File: src/hw/rtl/vdlc_pkg.sv
`default_nettype none

package vdlc_pkg;

   // Item kinds.
   localparam logic [2:0] KIND_SPEED = 3'd0;
   localparam logic [2:0] KIND_STEER = 3'd1;
   localparam logic [2:0] KIND_BLINK = 3'd2;
   localparam logic [2:0] KIND_TICK  = 3'd3;
   localparam logic [2:0] KIND_FRONT = 3'd4;
   localparam logic [2:0] KIND_REAR  = 3'd5;

   // Control register indexes.
   localparam logic [1:0] REG_DRIVE_MODE   = 2'd0;
   localparam logic [1:0] REG_LIGHT_MODE   = 2'd1;
   localparam logic [1:0] REG_AUTO_LIGHTS  = 2'd2;
   localparam logic [1:0] REG_BLINK_PERIOD = 2'd3;

   // Drive modes.
   localparam logic [1:0] DRIVE_SHARED   = 2'd0;
   localparam logic [1:0] DRIVE_SEPARATE = 2'd1;
   localparam logic [1:0] DRIVE_SERVO    = 2'd2;

   // Light modes.
   localparam logic [1:0] LIGHT_OFF        = 2'd0;
   localparam logic [1:0] LIGHT_FRONT      = 2'd1;
   localparam logic [1:0] LIGHT_FRONT_REAR = 2'd2;
   localparam logic [1:0] LIGHT_ALL        = 2'd3;

   // Blinker modes.
   localparam logic [1:0] BLINK_OFF    = 2'd0;
   localparam logic [1:0] BLINK_RIGHT  = 2'd1;
   localparam logic [1:0] BLINK_LEFT   = 2'd2;
   localparam logic [1:0] BLINK_HAZARD = 2'd3;

   localparam int CSR_DATA_WIDTH = 16;

   localparam logic [15:0] BLINK_PERIOD_RESET = 16'd1000;
   localparam logic [15:0] TICK_MAX           = 16'hFFFF;
   localparam logic [7:0]  SERVO_CENTER       = 8'd90;
   localparam logic [7:0]  LEVEL_MAX          = 8'd255;

   localparam logic signed [10:0] PWM_LIMIT_POS   = 11'sd255;
   localparam logic signed [10:0] PWM_LIMIT_NEG   = -11'sd255;
   localparam logic signed [10:0] SERVO_LIMIT_POS = 11'sd90;
   localparam logic signed [10:0] SERVO_LIMIT_NEG = -11'sd90;
   localparam logic signed [10:0] BLINK_CODE_MAX  = 11'sd3;
   localparam logic signed [10:0] LEVEL_LIMIT     = 11'sd255;

   typedef struct packed {
      logic [1:0]  drive_mode;
      logic [1:0]  light_mode;
      logic        auto_lights;
      logic [15:0] blink_period;
   } vdlc_cfg_type;

   typedef struct packed {
      logic signed [10:0] last_speed;
      logic signed [10:0] last_steer;
      logic [1:0]         signal_mode;
      logic [15:0]        tick_count;
      logic [7:0]         front_lamp;
      logic [7:0]         rear_lamp;
      logic               right_signal;
      logic               left_signal;
      logic [7:0]         motor_one_pwm;
      logic               motor_one_forward;
      logic [7:0]         motor_two_pwm;
      logic               motor_two_forward;
      logic [7:0]         servo_angle;
   } vdlc_state_type;

   localparam vdlc_state_type STATE_RESET = '{
      last_speed:        '0,
      last_steer:        '0,
      signal_mode:       BLINK_OFF,
      tick_count:        '0,
      front_lamp:        '0,
      rear_lamp:         '0,
      right_signal:      1'b0,
      left_signal:       1'b0,
      motor_one_pwm:     '0,
      motor_one_forward: 1'b0,
      motor_two_pwm:     '0,
      motor_two_forward: 1'b0,
      servo_angle:       SERVO_CENTER
   };

endpackage

`default_nettype wire

File: src/hw/rtl/vdlc_step.sv
`default_nettype none

module vdlc_step
   import vdlc_pkg::*;
(
   input  vdlc_cfg_type       cfg,
   input  logic [2:0]         kind,
   input  logic signed [10:0] value,
   input  vdlc_state_type     cur,
   output vdlc_state_type     nxt
);

   logic signed [10:0] spd;
   logic signed [10:0] str;
   logic [7:0]         mag1;
   logic [7:0]         mag2;
   logic               fwd1;
   logic               fwd2;
   logic signed [10:0] str_servo;
   logic signed [10:0] servo_sum;
   logic [7:0]         servo;
   logic [15:0]        tick_base;
   logic               due;
   logic [1:0]         sig_mode;
   logic [7:0]         level;

   assign spd = (kind == KIND_SPEED) ? value : cur.last_speed;
   assign str = (kind == KIND_STEER) ? value : cur.last_steer;

   // Magnitudes saturate at full PWM scale.
   assign mag1 = (spd > PWM_LIMIT_POS || spd < PWM_LIMIT_NEG) ? LEVEL_MAX :
                 (spd < 0) ? 8'(-spd) : spd[7:0];
   assign mag2 = (str > PWM_LIMIT_POS || str < PWM_LIMIT_NEG) ? LEVEL_MAX :
                 (str < 0) ? 8'(-str) : str[7:0];
   assign fwd1 = ~spd[10];
   assign fwd2 = ~str[10];

   assign str_servo = (str > SERVO_LIMIT_POS) ? SERVO_LIMIT_POS :
                      (str < SERVO_LIMIT_NEG) ? SERVO_LIMIT_NEG : str;
   assign servo_sum = str_servo + SERVO_LIMIT_POS;
   assign servo     = servo_sum[7:0];

   // A tick bumps the saturating counter before the due check.
   assign tick_base = (kind == KIND_TICK && cur.tick_count != TICK_MAX) ?
                      cur.tick_count + 16'd1 : cur.tick_count;
   assign due = (tick_base > cfg.blink_period) || (tick_base == TICK_MAX);

   assign sig_mode = (kind != KIND_BLINK) ? cur.signal_mode :
                     (value < 0) ? BLINK_OFF :
                     (value > BLINK_CODE_MAX) ? BLINK_HAZARD : value[1:0];

   assign level = (value < 0) ? 8'd0 :
                  (value > LEVEL_LIMIT) ? LEVEL_MAX : value[7:0];

   always_comb begin
      nxt = cur;
      case (kind) inside
         KIND_SPEED, KIND_STEER: begin
            nxt.last_speed = spd;
            nxt.last_steer = str;
            unique case (cfg.drive_mode)
               DRIVE_SHARED: begin
                  nxt.motor_one_pwm     = mag1;
                  nxt.motor_one_forward = fwd1;
                  nxt.motor_two_pwm     = 8'd0;
                  nxt.motor_two_forward = fwd2;
                  nxt.servo_angle       = SERVO_CENTER;
               end
               DRIVE_SEPARATE: begin
                  nxt.motor_one_pwm     = mag1;
                  nxt.motor_one_forward = fwd1;
                  nxt.motor_two_pwm     = mag2;
                  nxt.motor_two_forward = fwd2;
                  nxt.servo_angle       = SERVO_CENTER;
               end
               DRIVE_SERVO: begin
                  nxt.motor_one_pwm     = mag1;
                  nxt.motor_one_forward = fwd1;
                  nxt.motor_two_pwm     = 8'd0;
                  nxt.motor_two_forward = 1'b0;
                  nxt.servo_angle       = servo;
               end
               default: begin
                  // The unused drive mode leaves the motor outputs alone.
               end
            endcase
            if (cfg.auto_lights && cfg.light_mode != LIGHT_OFF) begin
               nxt.front_lamp = fwd1 ? LEVEL_MAX : 8'd0;
               if (cfg.light_mode == LIGHT_FRONT_REAR || cfg.light_mode == LIGHT_ALL) begin
                  nxt.rear_lamp = fwd1 ? 8'd0 : LEVEL_MAX;
               end
               if (cfg.light_mode == LIGHT_ALL) begin
                  if (mag1 == 8'd0 || mag2 == 8'd0) begin
                     nxt.signal_mode = fwd2 ? BLINK_RIGHT : BLINK_LEFT;
                  end else begin
                     nxt.signal_mode = BLINK_OFF;
                  end
               end
            end
         end
         KIND_BLINK, KIND_TICK: begin
            nxt.tick_count = tick_base;
            if (cfg.light_mode == LIGHT_ALL) begin
               nxt.signal_mode = sig_mode;
               unique case (sig_mode)
                  BLINK_OFF: begin
                     nxt.right_signal = 1'b0;
                     nxt.left_signal  = 1'b0;
                     nxt.tick_count   = '0;
                  end
                  BLINK_RIGHT: begin
                     if (due) begin
                        nxt.right_signal = ~cur.right_signal;
                        nxt.tick_count   = '0;
                     end
                     nxt.left_signal = 1'b0;
                  end
                  BLINK_LEFT: begin
                     if (due) begin
                        nxt.left_signal = ~cur.left_signal;
                        nxt.tick_count  = '0;
                     end
                     nxt.right_signal = 1'b0;
                  end
                  default: begin
                     // Hazard: the left lamp follows the toggled right lamp.
                     if (due) begin
                        nxt.right_signal = ~cur.right_signal;
                        nxt.left_signal  = ~cur.right_signal;
                        nxt.tick_count   = '0;
                     end
                  end
               endcase
            end
         end
         KIND_FRONT: begin
            if (cfg.light_mode != LIGHT_OFF) begin
               nxt.front_lamp = level;
            end
         end
         KIND_REAR: begin
            if (cfg.light_mode == LIGHT_FRONT_REAR || cfg.light_mode == LIGHT_ALL) begin
               nxt.rear_lamp = level;
            end
         end
         default: begin
         end
      endcase
   end

endmodule

`default_nettype wire

File: src/hw/rtl/vehicle_drive_and_light_control.sv
// Vehicle drive and light control.
// The request channel (req_valid, req_stall, req_kind, req_value) takes one word per
// cycle while req_stall is low: a speed, a steering value, a blinker mode, a timer
// tick or a lamp level. Every request word yields exactly one response word on the
// rsp_ channel, which carries the full set of motor, servo, lamp and signal outputs
// after that word. Control registers are written through csr_wr_en, csr_index and
// csr_wdata; the user must write them only while the block is idle, which the block
// itself does not enforce. They take effect on the next request word.
// A request word is held in an input register; the update logic then loads the state
// registers, which drive the response ports directly, and rsp_valid rises with them.
// One word is taken every cycle unless req_stall is high.
// While rsp_stall holds a response, the input register still takes one more word;
// req_stall rises only when both the input register and the response are held.
// Synchronous reset clears the drive and lamp state (servo centered at 90),
// empties both registers and restores the control registers to their defaults.

`default_nettype none

module vehicle_drive_and_light_control
   import vdlc_pkg::*;
(
   input  wire logic                      clock,
   input  wire logic                      reset,

   input  wire logic                      csr_wr_en,
   input  wire logic [1:0]                csr_index,
   input  wire logic [CSR_DATA_WIDTH-1:0] csr_wdata,

   input  wire logic                      req_valid,
   output      logic                      req_stall,
   input  wire logic [2:0]                req_kind,
   input  wire logic signed [10:0]        req_value,

   output      logic                      rsp_valid,
   input  wire logic                      rsp_stall,
   output      logic [7:0]                rsp_motor_one_pwm,
   output      logic                      rsp_motor_one_forward,
   output      logic [7:0]                rsp_motor_two_pwm,
   output      logic                      rsp_motor_two_forward,
   output      logic [7:0]                rsp_servo_angle,
   output      logic [7:0]                rsp_front_lamp,
   output      logic [7:0]                rsp_rear_lamp,
   output      logic                      rsp_right_signal,
   output      logic                      rsp_left_signal,
   output      logic [1:0]                rsp_blink_state
);

   vdlc_cfg_type       cfg_ff, cfg_in;
   logic               in_valid_ff, in_valid_in;
   logic [2:0]         in_kind_ff;
   logic signed [10:0] in_value_ff;
   vdlc_state_type     state_ff, state_in, state_step;
   logic               rsp_valid_ff, rsp_valid_in;
   logic               rsp_hold;
   logic               fire;

   assign rsp_hold  = rsp_valid_ff && rsp_stall;
   assign fire      = in_valid_ff && !rsp_hold;
   assign req_stall = in_valid_ff && rsp_hold;

   assign in_valid_in  = req_stall ? in_valid_ff : req_valid;
   assign rsp_valid_in = fire || rsp_hold;
   assign state_in     = fire ? state_step : state_ff;

   always_comb begin
      cfg_in = cfg_ff;
      if (csr_wr_en) begin
         unique case (csr_index)
            REG_DRIVE_MODE:   cfg_in.drive_mode   = csr_wdata[1:0];
            REG_LIGHT_MODE:   cfg_in.light_mode   = csr_wdata[1:0];
            REG_AUTO_LIGHTS:  cfg_in.auto_lights  = csr_wdata[0];
            REG_BLINK_PERIOD: cfg_in.blink_period = csr_wdata[15:0];
            default: begin
            end
         endcase
      end
   end

   vdlc_step u_step (
      .cfg   (cfg_ff),
      .kind  (in_kind_ff),
      .value (in_value_ff),
      .cur   (state_ff),
      .nxt   (state_step)
   );

   always_ff @(posedge clock) begin
      if (reset) begin
         cfg_ff.drive_mode   <= DRIVE_SHARED;
         cfg_ff.light_mode   <= LIGHT_OFF;
         cfg_ff.auto_lights  <= 1'b0;
         cfg_ff.blink_period <= BLINK_PERIOD_RESET;
         in_valid_ff         <= 1'b0;
         rsp_valid_ff        <= 1'b0;
         state_ff            <= STATE_RESET;
      end else begin
         cfg_ff       <= cfg_in;
         in_valid_ff  <= in_valid_in;
         rsp_valid_ff <= rsp_valid_in;
         state_ff     <= state_in;
      end
   end

   // Payload of the input register needs no reset.
   always_ff @(posedge clock) begin
      if (!req_stall && req_valid) begin
         in_kind_ff  <= req_kind;
         in_value_ff <= req_value;
      end
   end

   assign rsp_valid             = rsp_valid_ff;
   assign rsp_motor_one_pwm     = state_ff.motor_one_pwm;
   assign rsp_motor_one_forward = state_ff.motor_one_forward;
   assign rsp_motor_two_pwm     = state_ff.motor_two_pwm;
   assign rsp_motor_two_forward = state_ff.motor_two_forward;
   assign rsp_servo_angle       = state_ff.servo_angle;
   assign rsp_front_lamp        = state_ff.front_lamp;
   assign rsp_rear_lamp         = state_ff.rear_lamp;
   assign rsp_right_signal      = state_ff.right_signal;
   assign rsp_left_signal       = state_ff.left_signal;
   assign rsp_blink_state       = state_ff.signal_mode;

endmodule

`default_nettype wire

File: config.mk
export PLATFORM = sky130hd
export DESIGN_NAME = vehicle_drive_and_light_control
export DESIGN_NICKNAME = d
export VERILOG_FILES = /design/src/hw/rtl/vdlc_pkg.sv /design/src/hw/rtl/vdlc_step.sv /design/src/hw/rtl/vehicle_drive_and_light_control.sv
export SDC_FILE = /design/constraint.sdc
export NUM_CORES = 1
export LEC_CHECK = 0
export ABC_AREA = 1
export BUFFER_PORTS_ARGS = -buffer_cell sky130_fd_sc_hd__buf_2
export CAP_MARGIN = 20
export CORE_ASPECT_RATIO = 2
export CORE_MARGIN = 8
export CORE_UTILIZATION = 64
export DETAILED_ROUTE_END_ITERATION = 7
export GPL_ROUTABILITY_DRIVEN = 0
export PLACE_DENSITY_LB_ADDON = 0.15
export SETUP_SLACK_MARGIN = 0.02
export SLEW_MARGIN = 20
export SYNTH_ARGS = -nofsm -noshare
export SYNTH_HDL_FRONTEND = slang
export SYNTH_SLANG_ARGS = --single-unit
File: constraint.sdc
create_clock -name clock -period 6.5 [get_ports clock]
set_clock_uncertainty 0.1 [all_clocks]
set_input_delay 0 -clock clock [delete_from_list [all_inputs] [get_ports clock]]
set_output_delay 0 -clock clock [all_outputs]
set_load 0.005 [all_outputs]
==> summary.md <==
| Metric | Value |
|---|---|
| Outcome | complete, no violations |
| Sequential cell area fraction in the yosys report | 35.7% |
| Vias in the first global route | 6,718 |
| # placed instances | 1,160 |
| Clock Tree Root | clkbuf_16 |
| Fmax | around 250 MHz |
| # resized after CTS | 0 |
| Multi-input gate area | 0.00363 mm^2 |
| Share of the synthesized area in the top cell type | 29.8% |
| PortBufs | 84 |
| Sequential standard cell area | between 0.002 and 0.003 mm^2 |
| Vias/cell | 5.45 |
| Fin crit share | 61.2% |
| Pre-antenna DRT Iters | 5 |
| Mapped Cells | 1,008 |
| RSZ-0062 raised after global routing | false |
| CTS Buffer Depth | 2 |
| WP data required | 6730 ps |
| Worst-path clk slew | 60 ps |
| Post-Syn Area | 0.00718 mm^2 |
| Syn Nets | 1,070 |
| WP data arrival | about 4200 ps |
| Setup TNS | 0 ps |
| Largest cells by area after synthesis | dfxtp_1 30%, nand2_1 11%, edfxtp_1 5.9%, a21oi_1 5.7%, o21ai_0 5.7% |
| Leak | 3.80 nW |
| Total power draw | 0.00201 W |
| Initial drt markers | 464 |
| Crit Path Max Fanout | 20 |
| Post-route cell area | between 0.008 and 0.009 mm^2 |
| N_diodes | 0 |
| Filler cell count in the final layout | 897 |
| Type of the worst setup path | register to register |
| Die Ht | about 170 um |
| Worst-margin pin slew | between 1000 and 1500 ps |
| Syn. warnings | 0 |
| Setup bufs post-CTS | 0 |
| Largest net degree at the start of global routing | 62 |
| Worst hold slack | 126 ps |
| Overall Global Routing Usage | 24.8% |
| Max cap viols | 0 |
| Slew headroom | 30.2% |
| H-tree lvl count | 4 |
| Final hold vios | 0 |
| Cell Area, Placed | 0.00729 mm^2 |
| Largest area contributor in the netlist | dfxtp_1 |
| Clock Latency Late Sink | 420 ps |
| Drt drc | 0 |
| Share of cells above drive strength 1 | 18.4% |
| FP Rows | 55 |
| First-pass GRT wire length | 31,100 um |
| Initial Utilization | ~64% |
| Fin nets | around 1,100 |
| Synth Register Bits | roughly 120 |
| Die width | just over 90 um |
| Synthesis-to-layout area growth | 15.7% |
| CTS tree | built |
| Worst vdd ir | 0.299 mV |
| Power Density | about 240 mW/mm^2 |
| Clock Sinks | about 120 |
| Routed WL | 18,400 um |
| Hold Path Class | primary input to register |
| Synthesized area per cell | 7.13 um^2 |
| Post-DR wirelength/cell | about 15 um |
| Antenna viol nets, final | 0 |
| Via count | 6,725 |
| Total CTS buffers | 17 |
| IO Pins | 85 |
| Die area | 0.0151 mm^2 |
| Hpwl dp | 12,100 um |
| Max-slew violations | 0 |
| Final setup viols | 0 |
| Initial antenna violation count | 0 |
| Non-filler instance count after layout | roughly 1,200 |
| Core area | about 0.011 mm^2 |
| Yosys cell types | 44 |
| Crit. End Element | register |
| Startpoint types | register |
| GRT overflow | 0 |
| Minimum clock period | 3980 ps |
| Hold-fix buffers, CTS | 42 |
==> cell usage after synthesis, drive strengths merged <==
library cell / count
a221oi: 1
a31oi: 18
o221ai: 2
xor2: 21
a211oi: 2
dfxtp: 107
o31ai: 1
nor3: 13
or2: 1
nand2: 237
edfxtp: 14
o211ai: 2
nand3b: 3
nor2: 93
ha: 25
inv: 125
buf: 56
nand3: 46
xnor2: 2
o21bai: 3
mux2i: 1
clkbuf: 21
clkinv: 2
nand4: 8
a21oi: 92
nor4: 2
o221a: 4
o21ai: 105
o21a: 1
==> area by class of cell <==
type / instances / area share (%)
Clock buffer: 20 / 5.38
Clock inverter: 11 / 1.78
Inverter: 127 / 5.74
Multi-Input combinational cell: 683 / 43.7
Sequential cell: 121 / 30.8
Tap cell: 142 / 2.14
Timing Repair Buffer: 129 / 10.4
==> final timing paths <==
path	cells after the start	from	slack, ps	to
setup reg to reg	19	in_kind_ff[0]$_DFFE_PP_	2520	state_ff[59]$_SDFFE_PP0P_
setup / recovery	19	in_kind_ff[0]$_DFFE_PP_	2520	state_ff[59]$_SDFFE_PP0P_
hold reg to reg	2	rsp_servo_angle[0]$_SDFFE_PP0P_	360	rsp_servo_angle[0]$_SDFFE_PP0P_
hold / removal	2	reset	130	state_ff[54]$_SDFFE_PP0P_
==> critical path: stages, from the launching register on <==
cell      delay [ps]
edfxtp_1         650
inv_2            110
nor2_2           220
inv_2             50
nor2_2           680
nand2_1          130
nand2_1          140
inv_1             60
ha_1             290
a21oi_1          140
nor2_1            50
a211oi_1         250
o21ai_0          150
nand2_1           90
nand2_1           50
nand2_1          130
nand3_2          130
nand2_4          230
nand2_2           90
a21oi_2          140
==> where the power goes <==
part	switching (W)	total, W	internal, W
registers	0.0000181	0.000799	0.000781
logic	0.000162	0.000255	0.0000935
clock network	0.000342	0.000953	0.000611
==> sequential cells by signal, indices dropped and copies added (netlist names) <==
name                   flops
rsp_servo_angle            8
rsp_right_signal           1
rsp_front_lamp             8
rsp_motor_one_forward      1
in_value_ff               11
rsp_motor_one_pwm          8
in_kind_ff                 3
state_ff                  38
cfg_ff                    21
rsp_left_signal            1
rsp_rear_lamp              8
rsp_motor_two_pwm          8
rsp_motor_two_forward      1
in_valid_ff                1
rsp_valid                  1
rsp_blink_state            2
==> cells in the final DEF (no fill, tap or decap), types with 4 or more instances in the layout <==
cell type	instances
nand2_1	210
inv_1	109
dfxtp_1	107
buf_2	84
nor2_1	82
o21ai_0	82
a21oi_1	82
nand3_1	45
dlygate4sd3_1	42
ha_1	25
nand2_2	24
xor2_1	20
a31oi_1	18
clkbuf_16	17
inv_2	16
edfxtp_1	14
o21ai_1	12
nor3_1	10
a21oi_2	10
o21ai_2	9
nand4_1	8
nor2_2	8
o221a_2	4
==> stage by stage <==
stage / utilization [%] / setup WS, ps
finish: 74.5 / 2520
global route: 74.5 / 2190
CTS: 74.5 / 2590
detailed placement: 65.4 / 2720
global placement: 65.4 / 2840
floorplan: - / 3570
==> cell families (layout without fill, tap and decap cells) <==
| family | after synthesis | in the layout | synth area share, % |
|---|---|---|---|
| and+or+nand+nor | 403 | 403 | 24.6 |
| AOI/OAI and AO/OA | 231 | 231 | 18.5 |
| buffers and inverters | 204 | 287 | 13.7 |
| DFF | 121 | 121 | 35.7 |
| adders and majority gates | 25 | 25 | 4.35 |
| xor gates and xnor gates | 23 | 23 | 2.91 |
| muxes | 1 | 1 | 0.139 |
==> metal layers <==
metal | global-route usage (%) | wire length (um)
met3 | 5.79 | 1020
met5 | 0 | 0
met2 | 42.6 | 9200
met1 | 28.1 | 7690
met4 | 11.2 | 480
(Power assumes the default switching activity.)
